## src/rtl/core/coacc_pkg.sv

```systemverilog
`timescale 1ns / 1ps
`default_nettype none
// ----------------------------------------------------------------------------
// Co-association accumulator package
// Shared sizes, command and reply codes, and the types passed between the
// front end, the command queue and the matrix engine.
// ----------------------------------------------------------------------------
package coacc_pkg;

    localparam int MAX_ITEMS = 64;
    localparam int IDX_W     = $clog2(MAX_ITEMS);
    localparam int ADDR_W    = 2 * IDX_W;
    localparam int CNT_W     = $clog2(MAX_ITEMS + 1);
    localparam int DEPTH     = MAX_ITEMS * MAX_ITEMS;
    localparam int LABEL_W   = 16;
    localparam int ENTRY_W   = 32;
    localparam int WEIGHT_W  = 16;
    localparam int CFG_IDX_W = 2;
    localparam int CFG_DAT_W = 16;
    localparam int QUEUE_DEPTH = 4;
    localparam int QPTR_W    = $clog2(QUEUE_DEPTH);

    // Configuration register indexes
    localparam logic [CFG_IDX_W-1:0] REG_MATCH_WEIGHT = CFG_IDX_W'(0);
    localparam logic [CFG_IDX_W-1:0] REG_ITEMS_IN_USE = CFG_IDX_W'(1);

    localparam logic [WEIGHT_W-1:0] WEIGHT_RESET = WEIGHT_W'(256);
    localparam logic [CNT_W-1:0]    DIM_RESET    = CNT_W'(MAX_ITEMS);

    // Input function codes
    localparam logic FUNC_LOAD = 1'b0;
    localparam logic FUNC_READ = 1'b1;

    // Reply kinds
    localparam logic KIND_ACK  = 1'b0;
    localparam logic KIND_READ = 1'b1;

    // Command opcodes carried by the queue
    localparam logic [1:0] OP_LOAD = 2'd0;
    localparam logic [1:0] OP_LAST = 2'd1;
    localparam logic [1:0] OP_READ = 2'd2;

    typedef struct packed {
        logic [1:0]         op;
        logic [LABEL_W-1:0] label;
        logic [IDX_W-1:0]   row;
        logic [IDX_W-1:0]   col;
    } t_cmd;

    typedef struct packed {
        logic [WEIGHT_W-1:0] weight;
        logic [IDX_W-1:0]    last_idx;
    } t_cfg;

endpackage : coacc_pkg
`default_nettype wire

```

## src/rtl/core/coacc_queue.sv

```systemverilog
`timescale 1ns / 1ps
`default_nettype none
// ----------------------------------------------------------------------------
// Co-association accumulator command queue
// Small FIFO between the front end and the matrix engine.
// ----------------------------------------------------------------------------
module coacc_queue
    import coacc_pkg::*;
(
    input  wire       i_clk,
    input  wire       i_rst_n,
    input  wire       i_push_valid,
    output logic      o_push_ready,
    input  wire t_cmd i_push_cmd,
    output logic      o_pop_valid,
    input  wire       i_pop_ready,
    output t_cmd      o_pop_cmd
);

    t_cmd                r_slot [QUEUE_DEPTH];
    logic [QPTR_W-1:0]   r_wptr, r_rptr;
    logic [QPTR_W:0]     r_count;
    logic                push, pop;

    assign o_push_ready = (r_count != (QPTR_W+1)'(QUEUE_DEPTH));
    assign o_pop_valid  = (r_count != '0);
    assign o_pop_cmd    = r_slot[r_rptr];
    assign push         = i_push_valid && o_push_ready;
    assign pop          = o_pop_valid && i_pop_ready;

    always_ff @(posedge i_clk) begin
        if (push) begin
            r_slot[r_wptr] <= i_push_cmd;
        end
    end

    always_ff @(posedge i_clk) begin
        if (!i_rst_n) begin
            r_wptr  <= '0;
            r_rptr  <= '0;
            r_count <= '0;
        end else begin
            if (push) begin
                r_wptr <= r_wptr + QPTR_W'(1);
            end
            if (pop) begin
                r_rptr <= r_rptr + QPTR_W'(1);
            end
            case ({push, pop})
                2'b10:   r_count <= r_count + (QPTR_W+1)'(1);
                2'b01:   r_count <= r_count - (QPTR_W+1)'(1);
                default: r_count <= r_count;
            endcase
        end
    end

endmodule : coacc_queue
`default_nettype wire

```

## config.mk

```make
export PLATFORM = sky130hd
export DESIGN_NAME = coacc_queue
export DESIGN_NICKNAME = d
export VERILOG_FILES = /design/src/rtl/core/coacc_pkg.sv /design/src/rtl/core/coacc_queue.sv
export SDC_FILE = /design/constraint.sdc
export NUM_CORES = 1
export LEC_CHECK = 0
export BUFFER_PORTS_ARGS = -buffer_cell sky130_fd_sc_hd__buf_2
export CORE_AREA = 2 2 123 77
export CTS_CLUSTER_SIZE = 24
export DETAILED_ROUTE_END_ITERATION = 7
export DIE_AREA = 0 0 125 79
export MAX_ROUTING_LAYER = met4
export PLACE_DENSITY = 0.77
export REMOVE_ABC_BUFFERS = 1
export SLEW_MARGIN = 25
export SYNTH_ARGS = -nofsm -noshare
export SYNTH_HDL_FRONTEND = slang
export SYNTH_SLANG_ARGS = --single-unit
```

## constraint.sdc

```tcl
create_clock -name i_clk -period 2.8 [get_ports i_clk]
set_input_delay 0.28 -clock i_clk [delete_from_list [all_inputs] [get_ports i_clk]]
set_output_delay 0.28 -clock i_clk [all_outputs]
set_load 0.1 [all_outputs]
```

**Word-level counts from Yosys, hierarchy flattened**

Memories as Yosys holds them, arrays and structs flattened. A register that Yosys moved wholly into a read port is not among the register bits.
Index checks and enable logic that the tools add are counted.

- Bits in registers: 7
- Latch bits: 0
- Memory bits (writable): 120
- Bits in read-only memories: 0
- Input bits: 34
- Output and inout bits: 32
- Word-level logic and storage cells: 20
- Memories: 1

- $add $sub $neg: 4
- Multiply operators: 0
- Divide/modulo/power cells: 0
- $lt $le $gt $ge: 0
- Equal/unequal tests: 3
- Shifts and indexed selects: 0
- Mux-type cells: 5
- Bitwise operators: 0
- Reduce and logical (&&, ||, !) cells: 4

Memory list:

| name | depth | bits a word | read ports | clocked after memory_dff | write ports | line | text |
|---|---|---|---|---|---|---|---|
| r_slot | 4 | 30 | 1 | 1 | 1 | coacc_queue.sv:20 | `t_cmd r_slot [QUEUE_DEPTH];` |

Operators with widths:

| operator | number |
|---|---|
| 3-bit one-hot mux with 2 select lines | 1 |
| 2-bit by 1-bit adder with 2-bit output (second input constant) | 2 |
| 2-bit two-way mux | 2 |
| 3-bit by 1-bit adder with 3-bit output (second input constant) | 1 |
| 3-bit inequality test (second input constant) | 1 |
| 3-bit nonzero test | 1 |
| 3-bit by 1-bit subtractor with 3-bit output (second input constant) | 1 |
| 2-bit by 1-bit equality test with 1-bit output (second input constant) | 1 |
| 2-bit equality test (second input constant) | 1 |
| 1-bit logical AND | 2 |
| 1-bit two-way mux | 2 |
| 2-bit nonzero test | 1 |

**Logic depth before layout (Yosys ltp)**

- Word-level depth: 4
- Gate-level depth with buffers: 9
- Mapped depth without buffers: 9

**Least setup slack after synthesis**

No wires, ideal clock.

- Kind: register to register
- From: register r_count[0]
- To: memory r_slot[0][0] (netlist name) (enable)
- Setup time: 390 ps
- Arrival time: 1539 ps
- Required time: 2410 ps
- Path slack: 871 ps
- Cell stages (with the launch flop): 4
- Path buffers: 0
- Clock period less this slack: 1929 ps
- Path through: dfxtp_1 nor2_1 a21boi_2 and2_1

- Longest elaborated chain between the ends: 4

RTL lines:

| what | line | text |
|---|---|---|
| start: declaration | coacc_queue.sv:22 | `logic [QPTR_W:0] r_count;` |
| start signal: assignment | coacc_queue.sv:50 | `2'b10: r_count <= r_count + (QPTR_W+1)'(1);` |
| start signal: assignment | coacc_queue.sv:51 | `2'b01: r_count <= r_count - (QPTR_W+1)'(1);` |
| start signal: assignment | coacc_queue.sv:52 | `default: r_count <= r_count;` |
| 3-bit inequality test | coacc_queue.sv:25 | `assign o_push_ready = (r_count != (QPTR_W+1)'(QUEUE_DEPTH));` |
| 1-bit logical AND | coacc_queue.sv:28 | `assign push = i_push_valid && o_push_ready;` |
| 1-bit two-way mux | coacc_queue.sv:32 | `if (push) begin` |
| 1-bit two-way mux (not written as such) | coacc_queue.sv:33 | `r_slot[r_wptr] <= i_push_cmd;` |
| end: declaration | coacc_queue.sv:20 |  |

Every way passes these cells.

==> qor.yml <==
status:
  status: "finished, final reports clean"
finish:
  final_net_count: 331
  drive_gt1_share_pct: 46.38
  fillers: 547
  antennaDiodeCount: 0
  area_delta_synth_final_pct: 23.54
logic_synthesis:
  synth_top_area_cell: "edfxtp_1"
  synthTopCellsByArea: "edfxtp_1 (75%), mux4_2 (14%), dfxtp_1 (3.7%)"
  synth_area_per_cell_sq_um: 23.18
  yosys.area.top_type_share_pct: 74.75
  ys_warn_count: 0
  synthTopCellsByCount: "edfxtp_1 (120), mux4_2 (30), dfxtp_1 (9), and2_1 (7)"
  synth_edf_count: 120
  synthCells: 208
  synthFlopType: "edfxtp_1"
  ys_types: 22
  yosysMostFrequentCell: "edfxtp_1"
  ys_seq_elements: 129
  ys_seq_area_share_pct: 78.48
  synth_area_sq_um: 4821
  synth-async-reset-ratio_pct: 0
timing:
  report.final.slew_viol_count: 0
  setup_slack_ns: 0.4349
  finalHoldViolations: 0
  fmax_ghz: 0.4228
  relSlewSlack_pct: 46.94
  finalClockSkew_ns: 0.004424
  worstMarginPinSlew_ns: 0.7958
  tns_ns: 0
  post-route-min-period_ns: 2.365
  setup_viol: 0
  rsz0062_at_grt: "false"
  period_share_pct: 84.47
global_routing:
  grt_usage_pct: 19.49
  gr-total-overflow: 0
  antenna_found_initial: 0
  grt_max_degree: 31
  grt_pass1_vias: 2448
  grt_pass1_wl_mm: 13.27
place:
  post-place-ws_ns: 0.6956
  io_buffers: 65
  gp_congestion: 0.8224
  dpl.hpwl_mm: 4.974
critical_path:
  crit_fanout: 30
  startpoint_type: "flop"
  worst-endpoint-required_ns: 2.52
  end_kind: "output port"
  reg2reg_slack_ns: 0.67
  arrival_ns: 2.09
  critPathKind: "reg -> out"
cts:
  clock_sinks: 129
  clk_latency_ns: 0.41
  clockBufferDepth: 2
  post_cts_resized: 0
  htree_levels: 4
  numCtsBuffers: 17
  post_cts_buffers: 0
  cts_tree: "yes"
  cts.hold.buffers_added: 0
  clk_pin_slew_worst_paths_ns: 0.06
  root_buffer: "clkbuf_16"
floorplanning:
  start_util_pct: 54.47
  die_area_sq_um: 9875
  core-area_sq_um: 8851
  io_pins: 66
  die_height_um: 79
  fp-row-count: 27
  die-width_um: 125
drt:
  ant_nets: 0
  vias_per_cell: 5.493
  drc: 0
  dr_wl_met2_mm: 4.191
  vias: 2307
  wl_met3_um: 542
  dr.max_layer_used: "met4"
  drt-met1-wl_mm: 3.734
  first_pass_iters: 4
  postRouteWirelength_mm: 8.526
  wl_per_cell_um: 20.30
  drt_iter0_markers: 181
flow_run:
  cap_violations: 0
worst_hold_path:
  min_path_type: "in -> reg"
==> cell type report <==
class	instances	area (sq um)	area share (%)
flip-flops and latches	129	3786	63.57
multi-input cells	66	967.2	16.24
clock buffers	17	425.4	7.143
repair buffers	71	370.4	6.218
clock inverters	15	239.0	4.013
well taps	116	145.1	2.437
inverters	6	22.52	0.3782
==> registers in the layout (all words and copies together), names as in the netlist, named ones only <==
| register | count |
|---|---|
| r_wptr | 2 |
| r_rptr | 2 |
| r_count | 3 |
| r_slot | 120 |
==> cell usage in the layout (no fill, tap or decap), types with 6 or more instances in the layout <==
| master | n |
|---|---|
| mux4_2 | 30 |
| nand2_1 | 6 |
| bufinv_16 | 6 |
| edfxtp_1 | 120 |
| buf_2 | 65 |
| dfxtp_1 | 7 |
| buf_4 | 6 |
| clkbuf_16 | 17 |
| inv_1 | 6 |
==> layer usage <==
metal / up-vias / GRT usage [%]
met5: - / -
met4: 0 / 7.667
met3: 8 / 6.402
met2: 80 / 29.73
met1: 1196 / 24.87
li1: 1023 / -
==> cell families (layout without fill, tap and decap cells) <==
logic type,after synthesis,in the layout,synth area share (%)
compound gates,6,6,1.116
xor+xnor,4,4,0.7268
fa+ha+maj,6,6,1.713
buf+inv,13,109,1.557
flops,129,129,78.48
mux,32,32,14.43
simple gates,18,18,1.972
==> critical path: stages (launching register included) <==
cell and delay, ns:
dfxtp_2 0.84, mux4_2 0.39, buf_2 0.44
==> worst paths after layout <==
path	from	end	cells past startpoint
setup reg to reg	r_count[0]	r_count[2]	9
setup / recovery	flop	o_pop_cmd[28]	2
hold reg to reg	r_wptr[0]	r_wptr[0]	2
hold / removal	i_push_cmd[18]	r_slot[0][18]	1
==> stage by stage <==
step                      instances  utilization [%]  hold slack, ns  area, sq um
after floorplan                 201                -          0.3789         4768
after global placement          388            59.78          0.4936         5291
after detailed placement        388            59.78          0.4991         5291
after CTS                       420            67.29         0.06699         5956
after global routing            420            67.29         0.07104         5956
final                           420            67.29         0.08854         5956
Power is not shown: default switching activity piles up to over one toggle a cycle in this logic, so the estimate is an artifact.
