## src/rtl/core/coacc_pkg.sv

```systemverilog
`timescale 1ns / 1ps
`default_nettype none
// ----------------------------------------------------------------------------
// Co-association accumulator package
// Shared sizes, command and reply codes, and the types passed between the
// front end, the command queue and the matrix engine.
// ----------------------------------------------------------------------------
package coacc_pkg;

    localparam int MAX_ITEMS = 64;
    localparam int IDX_W     = $clog2(MAX_ITEMS);
    localparam int ADDR_W    = 2 * IDX_W;
    localparam int CNT_W     = $clog2(MAX_ITEMS + 1);
    localparam int DEPTH     = MAX_ITEMS * MAX_ITEMS;
    localparam int LABEL_W   = 16;
    localparam int ENTRY_W   = 32;
    localparam int WEIGHT_W  = 16;
    localparam int CFG_IDX_W = 2;
    localparam int CFG_DAT_W = 16;
    localparam int QUEUE_DEPTH = 4;
    localparam int QPTR_W    = $clog2(QUEUE_DEPTH);

    // Configuration register indexes
    localparam logic [CFG_IDX_W-1:0] REG_MATCH_WEIGHT = CFG_IDX_W'(0);
    localparam logic [CFG_IDX_W-1:0] REG_ITEMS_IN_USE = CFG_IDX_W'(1);

    localparam logic [WEIGHT_W-1:0] WEIGHT_RESET = WEIGHT_W'(256);
    localparam logic [CNT_W-1:0]    DIM_RESET    = CNT_W'(MAX_ITEMS);

    // Input function codes
    localparam logic FUNC_LOAD = 1'b0;
    localparam logic FUNC_READ = 1'b1;

    // Reply kinds
    localparam logic KIND_ACK  = 1'b0;
    localparam logic KIND_READ = 1'b1;

    // Command opcodes carried by the queue
    localparam logic [1:0] OP_LOAD = 2'd0;
    localparam logic [1:0] OP_LAST = 2'd1;
    localparam logic [1:0] OP_READ = 2'd2;

    typedef struct packed {
        logic [1:0]         op;
        logic [LABEL_W-1:0] label;
        logic [IDX_W-1:0]   row;
        logic [IDX_W-1:0]   col;
    } t_cmd;

    typedef struct packed {
        logic [WEIGHT_W-1:0] weight;
        logic [IDX_W-1:0]    last_idx;
    } t_cfg;

endpackage : coacc_pkg
`default_nettype wire

```

## src/rtl/core/coacc_if.sv

```systemverilog
`timescale 1ns / 1ps
`default_nettype none
// ----------------------------------------------------------------------------
// Co-association accumulator channels
// Input, result and configuration write channels with valid/ready handshake.
// ----------------------------------------------------------------------------
interface coacc_in_if;
    logic        valid;
    logic        ready;
    logic        func;
    logic [15:0] cluster_label;
    logic [5:0]  read_row;
    logic [5:0]  read_col;

    modport source (output valid, func, cluster_label, read_row, read_col, input ready);
    modport sink   (input valid, func, cluster_label, read_row, read_col, output ready);
endinterface : coacc_in_if


interface coacc_cfg_if;
    logic        valid;
    logic        ready;
    logic [1:0]  reg_index;
    logic [15:0] wdata;

    modport source (output valid, reg_index, wdata, input ready);
    modport sink   (input valid, reg_index, wdata, output ready);
endinterface : coacc_cfg_if
`default_nettype wire

```

## src/rtl/core/coacc_front.sv

```systemverilog
`timescale 1ns / 1ps
`default_nettype none
// ----------------------------------------------------------------------------
// Co-association accumulator front end
// Holds the configuration, counts labels and turns each input transfer into
// a queue command.
// ----------------------------------------------------------------------------
module coacc_front
    import coacc_pkg::*;
(
    input  wire         i_clk,
    input  wire         i_rst_n,
    input  wire         i_clearing,
    coacc_in_if.sink    i_in,
    coacc_cfg_if.sink   i_cfg,
    output t_cfg        o_cfg,
    output logic        o_push_valid,
    input  wire         i_push_ready,
    output t_cmd        o_push_cmd
);

    logic [WEIGHT_W-1:0] r_weight;
    logic [CNT_W-1:0]    r_items;
    logic [CNT_W-1:0]    r_cnt, n_cnt;
    logic [CNT_W-1:0]    dim;
    logic [CNT_W-1:0]    cnt_inc;
    logic                last;
    logic                in_xfer;

    assign i_cfg.ready = 1'b1;

    always_ff @(posedge i_clk) begin
        if (!i_rst_n) begin
            r_weight <= WEIGHT_RESET;
            r_items  <= DIM_RESET;
        end else if (i_cfg.valid) begin
            case (i_cfg.reg_index)
                REG_MATCH_WEIGHT: r_weight <= i_cfg.wdata[WEIGHT_W-1:0];
                REG_ITEMS_IN_USE: r_items  <= i_cfg.wdata[CNT_W-1:0];
                default: ;
            endcase
        end
    end

    // Clamp the dimension into 1..MAX_ITEMS
    always_comb begin
        if (r_items == '0) begin
            dim = CNT_W'(1);
        end else if (r_items > CNT_W'(MAX_ITEMS)) begin
            dim = CNT_W'(MAX_ITEMS);
        end else begin
            dim = r_items;
        end
    end

    assign o_cfg.weight   = r_weight;
    assign o_cfg.last_idx = IDX_W'(dim - CNT_W'(1));

    assign i_in.ready   = !i_clearing && i_push_ready;
    assign in_xfer      = i_in.valid && i_in.ready;
    assign o_push_valid = i_in.valid && !i_clearing;

    assign cnt_inc = r_cnt + CNT_W'(1);
    assign last    = (cnt_inc >= dim);

    always_comb begin
        o_push_cmd.label = i_in.cluster_label;
        o_push_cmd.col   = i_in.read_col;
        if (i_in.func == FUNC_READ) begin
            o_push_cmd.op  = OP_READ;
            o_push_cmd.row = i_in.read_row;
        end else begin
            o_push_cmd.op  = last ? OP_LAST : OP_LOAD;
            o_push_cmd.row = r_cnt[IDX_W-1:0];
        end
    end

    always_comb begin
        n_cnt = r_cnt;
        if (in_xfer && i_in.func == FUNC_LOAD) begin
            n_cnt = last ? '0 : cnt_inc;
        end
    end

    always_ff @(posedge i_clk) begin
        if (!i_rst_n) begin
            r_cnt <= '0;
        end else begin
            r_cnt <= n_cnt;
        end
    end

endmodule : coacc_front
`default_nettype wire

```

## src/flat_wrapper.sv

```systemverilog
// flat-port wrapper written by rule: the top's interface ports become plain ports
module coacc_front_flat import coacc_pkg::*;
  (i_clk, i_rst_n, i_clearing, o_cfg, o_push_valid, i_push_ready, o_push_cmd, i_in_valid, i_in_func, i_in_cluster_label, i_in_read_row, i_in_read_col, i_in_ready, i_cfg_valid, i_cfg_reg_index, i_cfg_wdata, i_cfg_ready);
  coacc_in_if i_in_i ();
  coacc_cfg_if i_cfg_i ();
  input  wire i_clk;
  input  wire i_rst_n;
  input  wire i_clearing;
  output t_cfg o_cfg;
  output logic o_push_valid;
  input  wire i_push_ready;
  output t_cmd o_push_cmd;
  input wire logic [$bits(i_in_i.valid)-1:0] i_in_valid;
  input wire logic [$bits(i_in_i.func)-1:0] i_in_func;
  input wire logic [$bits(i_in_i.cluster_label)-1:0] i_in_cluster_label;
  input wire logic [$bits(i_in_i.read_row)-1:0] i_in_read_row;
  input wire logic [$bits(i_in_i.read_col)-1:0] i_in_read_col;
  output wire logic [$bits(i_in_i.ready)-1:0] i_in_ready;
  input wire logic [$bits(i_cfg_i.valid)-1:0] i_cfg_valid;
  input wire logic [$bits(i_cfg_i.reg_index)-1:0] i_cfg_reg_index;
  input wire logic [$bits(i_cfg_i.wdata)-1:0] i_cfg_wdata;
  output wire logic [$bits(i_cfg_i.ready)-1:0] i_cfg_ready;
  assign i_in_i.valid = i_in_valid;
  assign i_in_i.func = i_in_func;
  assign i_in_i.cluster_label = i_in_cluster_label;
  assign i_in_i.read_row = i_in_read_row;
  assign i_in_i.read_col = i_in_read_col;
  assign i_in_ready = i_in_i.ready;
  assign i_cfg_i.valid = i_cfg_valid;
  assign i_cfg_i.reg_index = i_cfg_reg_index;
  assign i_cfg_i.wdata = i_cfg_wdata;
  assign i_cfg_ready = i_cfg_i.ready;
  coacc_front u_core (.i_clk(i_clk), .i_rst_n(i_rst_n), .i_clearing(i_clearing), .i_in(i_in_i), .i_cfg(i_cfg_i), .o_cfg(o_cfg), .o_push_valid(o_push_valid), .i_push_ready(i_push_ready), .o_push_cmd(o_push_cmd));
endmodule
```

## config.mk

```make
export PLATFORM = sky130hd
export DESIGN_NAME = coacc_front_flat
export DESIGN_NICKNAME = d
export VERILOG_FILES = /design/src/rtl/core/coacc_pkg.sv /design/src/rtl/core/coacc_if.sv /design/src/rtl/core/coacc_front.sv /design/src/flat_wrapper.sv
export SDC_FILE = /design/constraint.sdc
export NUM_CORES = 1
export LEC_CHECK = 0
export ABC_AREA = 1
export BUFFER_PORTS_ARGS = -buffer_cell sky130_fd_sc_hd__buf_2
export CORE_MARGIN = 2
export CORE_UTILIZATION = 48
export CTS_CLUSTER_DIAMETER = 100
export DETAILED_ROUTE_END_ITERATION = 12
export PLACE_DENSITY = 0.86
export RECOVER_POWER = 50
export SKIP_CTS_REPAIR_TIMING = 1
export SLEW_MARGIN = 20
export SYNTH_ARGS = -nofsm -noshare
export SYNTH_HDL_FRONTEND = slang
export SYNTH_SLANG_ARGS = --single-unit
```

## constraint.sdc

```tcl
create_clock -name i_clk -period 2.9 [get_ports i_clk]
set_input_delay 0.145 -clock i_clk [delete_from_list [all_inputs] [get_ports i_clk]]
set_output_delay 0.145 -clock i_clk [all_outputs]
set_load 0.05 [all_outputs]
```

# Word-level counts from Yosys, hierarchy flattened
# Index checks and enable logic that the tools add are counted.
[totals] ff_bits=30 in_bits=53 output_inout_bits=55 word_cells=24
[op_classes] addsub=2 magnitude_cmp=2 eq_ne=1 mux=6 n_bitwise=1 reduce_logical=9
[ops] cell="7-bit 2-to-1 mux" n=3
[ops] cell="7-bit by 1-bit adder with 7-bit output, second input constant" n=1
[ops] cell="7-bit greater-or-equal comparator" n=1
[ops] cell="7-bit > comparator, second input constant" n=1
[ops] cell="7-bit zero test" n=1
[ops] cell="6-bit 2-to-1 mux" n=1
[ops] cell="6-bit by 1-bit subtractor with 6-bit output, second input constant" n=1
[ops] cell="1-bit logical AND" n=4
[ops] cell="2-bit AND reduction" n=2
[ops] cell="2-bit by 1-bit equality test with 1-bit output, second input constant" n=1
[ops] cell="2-bit zero test" n=1
[ops] cell="2-bit 2-to-1 mux" n=1
[ops] cell="1-bit zero test" n=1
[ops] cell="1-bit 2-to-1 mux" n=1
[ops] cell="1-bit NOT" n=1

# Logic depth before layout (Yosys ltp)
# Gate-level depths: netlist of the first run.
[depth] word_depth=6 ltp_mapped=14 depth_no_buf=14

# Worst setup path after synthesis of the first run
# No wires, ideal clock.
[synth_path] path_kind="flip-flop to output port" startpoint="register u_core.r_items[3]" endpoint="output o_cfg[4] (netlist name)" t_arrival_ns=2.265 required_ns=2.755 setup_slack_ns=0.490 stages_incl_launch_ff=8 path_buffers=0 path_cell_list="dfxtp_1 nor2_1 nand4_1 nand2_2 nand2_2 ha_1 nand2_1 o21ai_0"
[synth_rtl] item="start, declared" line="coacc_front.sv:23" source="logic [CNT_W-1:0] r_items;"
[synth_rtl] item="start signal, assigned" line="coacc_front.sv:39" source="REG_ITEMS_IN_USE: r_items <= i_cfg.wdata[CNT_W-1:0];"
[synth_rtl] item="end, declared" line="flat_wrapper.sv:9" source="output t_cfg o_cfg;"

==> metrics.yaml, run 1 <==
outcome:
  status: "finished clean"
run:
  cap_viol_max_count: 0
cells_and_area:
  stdcell_count: 357
  synthToLayoutAreaGrowth_pct: 11.6
  layout.nets: 370
  fin_area_um2: 2110
  layout-drive-gt1-share: 0.243
  insertedDiodeCount: 0
power:
  vdd_ir_drop_max_mv: 0.326
  p_total_w: 0.00106
  p_per_area_nw_per_um2: 504
  leakagePower_nw: 1.07
sta:
  rsz0062_at_grt: "false"
  tightest_slew_ns: 0.599
  max-slew-margin-rel: 0.599
  setup-violations-final: 0
  setup_tns_ns: 0
  skew_ns: 0.00243
  layout_worst_path_cycle_share: 0.905
  hold_viol_final: 0
  layout_min_cycle_time_ns: 2.63
  max_freq_ghz: 0.381
  setup_slack_ns: 0.275
  drv_slew: 0
grt:
  grt_pass1_wl_mm: 6.73
  grt_usage: 0.194
  antenna_found_initial: 0
  grt_max_degree: 31
  grt_pass1_vias: 1674
  overflow: 0
die:
  coreArea_um2: 3720
  rows: 22
  die_x_um: 66.7
  die_h_um: 66.7
  initial_core_util: 0.508
  dieArea_um2: 4450
  pin_count: 108
clock_tree:
  cts.clk_slew.worst_paths_ns: 0.06
  cts_buffer_depth: 2
  tritoncts: "done"
  cts-htree-levels: 2
  cts_root_buf: "clkbuf_8"
  clkSinkCount: 30
  clkLatencyLatePin_ns: 0.28
  numCtsBuffers: 5
placed_design:
  finalWeightedCongestion: 0.852
  port_buffers: 62
  dpl_worst_slack_ns: 0.578
  dpl.hpwl_mm: 2.99
  post_dp_cell_area_um2: 2030
  dp.cells: 349
drt:
  via_per_inst: 4.89
  drt-wirelength-per-cell_um: 11.0
  drt.antenna.violating_nets: 0
  num_vias: 1744
  drt_iter0_markers: 88
  drt_first_pass_iters: 4
  wirelength_mm: 3.93
  drc: 0
yosys:
  synth_nets: 332
  synth_top_area_frac: 0.318
  synth.distinct_cells: 28
  ys_seq_elements: 30
  yosysMostFrequentCell: "nand2_1"
  ys_top_cells_by_area: "dfxtp_1, buf_4, o21ai_0, nand2_1, nor2_1"
  syn_area_per_cell_um2: 7.00
  synth_seq_area_share: 0.318
  synthCells: 270
  synth_enable_flop_cells: 0
  ys_top_cells_by_count: "nand2_1, nor2_1, o21ai_0, dfxtp_1, inv_1"
  synth_area_um2: 1890
  synth-warning-count: 0
  async_reset_ff_frac: 0
  synth-main-ff-cell: "dfxtp_1"
  yosys.area.top_type: "dfxtp_1"
worst_setup_path:
  cp_data_arrival_time_ns: 2.48
  worstSetupPathType: "register to output pin"
  start_kind: "register"
  worstSetupEndpointType: "output pin"
  cp_max_fo: 8
  critPathRequiredTime_ns: 2.76
min_path:
  hold_path_class: "primary input to register"
==> cell type report <==
| class | instances | area (µm²) |
|---|---|---|
| fillers | 388 | 1610 |
| clock buffers | 7 | 86.3 |
| clock inverters | 1 | 5.00 |
| flip-flops and latches | 30 | 601 |
| inverters | 32 | 123 |
| well taps | 48 | 60.1 |
| multi-input cells | 177 | 941 |
| repair buffers | 62 | 293 |
==> path summary, 6_finish.rpt <==
path / from / end / slack (ns) / depth (start not counted)
min: i_cfg_wdata[8] / u_core.r_weight[8] / 0.07 / 3
max: u_core.r_cnt[0] / o_push_cmd[28] / 0.27 / 9
min reg2reg: u_core.r_weight[8] / u_core.r_weight[8] / 0.46 / 2
max reg2reg: u_core.r_cnt[0] / u_core.r_cnt[1] / 0.77 / 12
==> state kept, by name, indices dropped and copies added (netlist names) <==
name	count
u_core.r_cnt	7
u_core.r_items	7
u_core.r_weight	16
==> power breakdown <==
part | switching [W] | total [W] | leakage [nW] | internal (W)
clock | 0.000153 | 0.000344 | 0.0482 | 0.000191
combinational | 0.000199 | 0.000271 | 0.777 | 0.0000720
sequential | 0.0000138 | 0.000446 | 0.245 | 0.000432
total | 0.000367 | 0.00106 | 1.07 | 0.000695
==> worst max-delay path, stage by stage (launching register included) <==
cell	delay, ns
dfxtp_1	0.46
ha_1	0.30
xor2_1	0.12
ha_1	0.33
nand2_1	0.06
nor2_1	0.17
nand4_2	0.23
a21o_1	0.24
inv_1	0.04
buf_2	0.25
==> kinds of logic after synthesis <==
group           Yosys count  share of synthesized area
compound gates           53                      0.153
xor+xnor                  2                    0.00927
fa+ha+maj                 9                     0.0596
buf+inv                  63                      0.185
flops                    30                      0.318
mux                       2                     0.0119
other cells               1                    0.00198
simple gates            110                      0.261
==> per-layer routing <==
metal	up-vias	global-route usage	wire length [µm]
met5	-	0	0
met4	0	0.0663	42
met3	7	0.0524	245
met2	55	0.355	1960
met1	767	0.214	1690
li1	915	-	-
==> layout by cell type (no fill, tap or decap), types with 2 or more instances in the layout <==
cell      count
nand2_2       2
dfxtp_1      30
mux2_2        2
nor2_2       11
a21oi_1      13
nand2_1      39
clkbuf_8      6
clkbuf_1     15
o21ai_0      35
inv_1        31
nor2_1       36
nand3_1      17
ha_1          9
buf_2        48
nand4_1       3
==> metrics by stage <==
stage / utilization / hold WS [ns]
global placement: 0.547 / 0.290
detailed placement: 0.547 / 0.290
global route: 0.567 / 0.0776
finish: 0.567 / 0.0709
floorplan: - / 0.271
CTS: 0.571 / 0.0661
Note: power is estimated with default switching activity, not from simulation.
==> inputs of run 2 (changes only) <==
- PLACE_DENSITY: 0.86 -> unset
- PLACE_DENSITY_LB_ADDON: unset -> 0.05
- SKIP_CTS_REPAIR_TIMING: 1 -> unset
==> run 2 against run 1 <==
Critical path depth rose by 4. Clock skew rose by 0.0049 ns. Wire length rose by 3.7%. Cell count did not move. Via count fell by 3.2%. Design area fell by 0.12%. Sequential cell count did not move. Global-route usage rose by 0.57 points. Sequential power barely moved. Sequential share of layout area barely moved. Core utilization fell by 0.067 points. Count of clock-buffer cells in the layout did not move. Critical path type unchanged. Critical endpoint unchanged.
==> metrics.yaml, run 2 (synthesized netlist as in run 1, its figures left out) <==
clock_tree:
  postCtsHoldBufs: 0
  cts_resized: 0
  cts_root_buf: "clkbuf_8"
  cts_setup_buffers: 0
  cts_buffer_depth: 2  # unchanged
  clkLatencyLatePin_ns: 0.28  # about the same
  tritoncts: "done"
  cts.clk_slew.worst_paths_ns: 0.06  # about the same
  numCtsBuffers: 5  # unchanged
  clkSinkCount: 30  # unchanged
  cts-htree-levels: 2  # unchanged
sta:
  skew_ns: 0.00736  # +0.00493 ns
  tightest_slew_ns: 0.606  # +0.00677 ns
  setup_tns_ns: 0  # unchanged
  layout_worst_path_cycle_share: 0.899  # -0.00644
  rsz0062_at_grt: "false"
  max_freq_ghz: 0.384  # +0.72%
  max-slew-margin-rel: 0.595  # -0.00453
  hold_viol_final: 0  # unchanged
  drv_slew: 0  # unchanged
  setup-violations-final: 0  # unchanged
  fin_hold_ws_ns: 0.0834  # +0.0126 ns
  layout_min_cycle_time_ns: 2.61  # -0.0187 ns
worst_setup_path:
  path_buf_inv: 3  # +1
  critPathRequiredTime_ns: 2.76  # about the same
  slowest_delay_ns: 0.47  # about the same
  worstSetupEndpointType: "output pin"
  path_cells: "ha_1 -> nand3_1 -> nand2_1 -> nand2_1 -> ha_1 -> nand2_1 -> inv_1 -> nand2_1 -> nand2_1 -> a21oi_4 -> a21o_1 -> inv_1 -> buf_2"
  start_kind: "register"
  crit_family: "adder cells"
  crit_top_cell: "nand2_1"
  worstSetupPathType: "register to output pin"
  cp_max_fo: 8  # unchanged
  crit_slowest_cell: "dfxtp_1"
  cp_data_arrival_time_ns: 2.46  # -0.02 ns
grt:
  grt_pass1_vias: 1528  # -8.7%
  grtUsageMet2: 0.301  # -0.0537
  grt_util_met1: 0.267  # +0.0525
  grt_usage: 0.200  # +0.00567
  antenna_found_initial: 0  # unchanged
  grt_busiest_layer: "met2"
  gr-usage-met3: 0.0507  # -0.00169
  grt_max_degree: 31  # unchanged
  overflow: 0  # unchanged
  grt_pass1_wl_mm: 6.77  # +0.50%
cells_and_area:
  top_register: "u_core.r_weight"
  largest_reg_flops: 16  # unchanged
  final_cell_mix: "buf_2, nand2_1, nor2_1, o21ai_0, inv_1"
  top_regs: "u_core.r_weight x16, u_core.r_cnt x7, u_core.r_items x7"
  final_common_cell: "buf_2"
  insertedDiodeCount: 0  # unchanged
  synthToLayoutAreaGrowth_pct: 11.5
  layout.nets: 370  # unchanged
  fin_area_um2: 2110  # -0.12%
  layout-drive-gt1-share: 0.239  # -0.00324
die:
  rows: 22  # unchanged
  dieArea_um2: 4450  # unchanged
  die_x_um: 66.7  # unchanged
  pin_count: 108  # unchanged
  coreArea_um2: 3720  # unchanged
  initial_core_util: 0.508  # unchanged
  die_h_um: 66.7  # unchanged
placed_design:
  post_dp_cell_area_um2: 2030  # unchanged
  port_buffers: 62  # unchanged
  finalWeightedCongestion: 0.834  # -2.2%
  dpl.hpwl_mm: 3.07  # +2.7%
power:
  p_per_area_nw_per_um2: 504  # +0.12%
  vdd_ir_drop_max_mv: 0.257  # -21%
  leakagePower_nw: 1.07  # +0.18%
min_path:
  hold_path_class: "primary input to register"
drt:
  drt_first_pass_iters: 4  # unchanged
  drt_iter0_markers: 104  # +18%
  drt-wirelength-per-cell_um: 11.4  # +3.7%
  drc: 0  # unchanged
  wirelength_mm: 4.08  # +3.7%
  via_per_inst: 4.73  # -3.2%
  drt.antenna.violating_nets: 0  # unchanged
  num_vias: 1689  # -3.2%
run:
  cap_viol_max_count: 0  # unchanged
outcome:
  status: "finished clean"
-- run 2: cell counts in the layout (fill, tap and decap cells not counted) --
Identical to the previous run, type by type.
-- run 2: worst min-delay path, stage by stage --
cell and delay (ns):
buf_2 0.07, nand2_1 0.05, nand3_1 0.07
-- run 2: stage by stage --
| stage | setup WS (ns) | utilization | cells | total power (W) |
|---|---|---|---|---|
| 6_report | 0.293 | 0.567 | 357 | 0.00106 |
| 5_1_grt | 0.0162 | 0.567 | 357 | 0.00112 |
| 4_1_cts | 0.296 | 0.571 | 357 | 0.00107 |
| 3_5_place_dp | 0.610 | 0.547 | 349 | 0.000728 |
| 3_3_place_gp | 0.597 | 0.547 | 349 | 0.000728 |
| 2_1_floorplan | 0.490 | - | 270 | 0.000744 |
-- run 2: routing by layer --
| metal | share of wire | up-vias |
|---|---|---|
| li1 | - | 924 |
| met5 | 0 | - |
| met3 | 0.054 | 11 |
| met2 | 0.41 | 43 |
| met1 | 0.51 | 711 |
| met4 | 0.020 | 0 |
-- run 2: layout make-up --
class,instances,area [µm²]
Fill cell,403,1610
Multi-Input combinational cell,177,938
Sequential cell,30,601
Timing Repair Buffer,62,293
Inverter,32,123
Clock buffer,7,86.3
Tap cell,48,60.1
Clock inverter,1,5.00
-- run 2: path summary, 6_finish.rpt --
kind / from / to / slack (ns) / depth (start not counted)
worst max-delay path: u_core.r_cnt[0] / o_push_cmd[28] / 0.29 / 13
worst min-delay path: i_cfg_wdata[8] / u_core.r_weight[8] / 0.08 / 3
worst max register to register: u_core.r_cnt[0] / u_core.r_cnt[3] / 0.78 / 12
worst min register to register: u_core.r_weight[8] / u_core.r_weight[8] / 0.46 / 2
-- run 2: power by group --
part / switching [W] / internal [W] / leakage (nW)
registers: 0.0000144 / 0.000432 / 0.245
logic: 0.000197 / 0.0000718 / 0.779
clock network: 0.000155 / 0.000191 / 0.0482
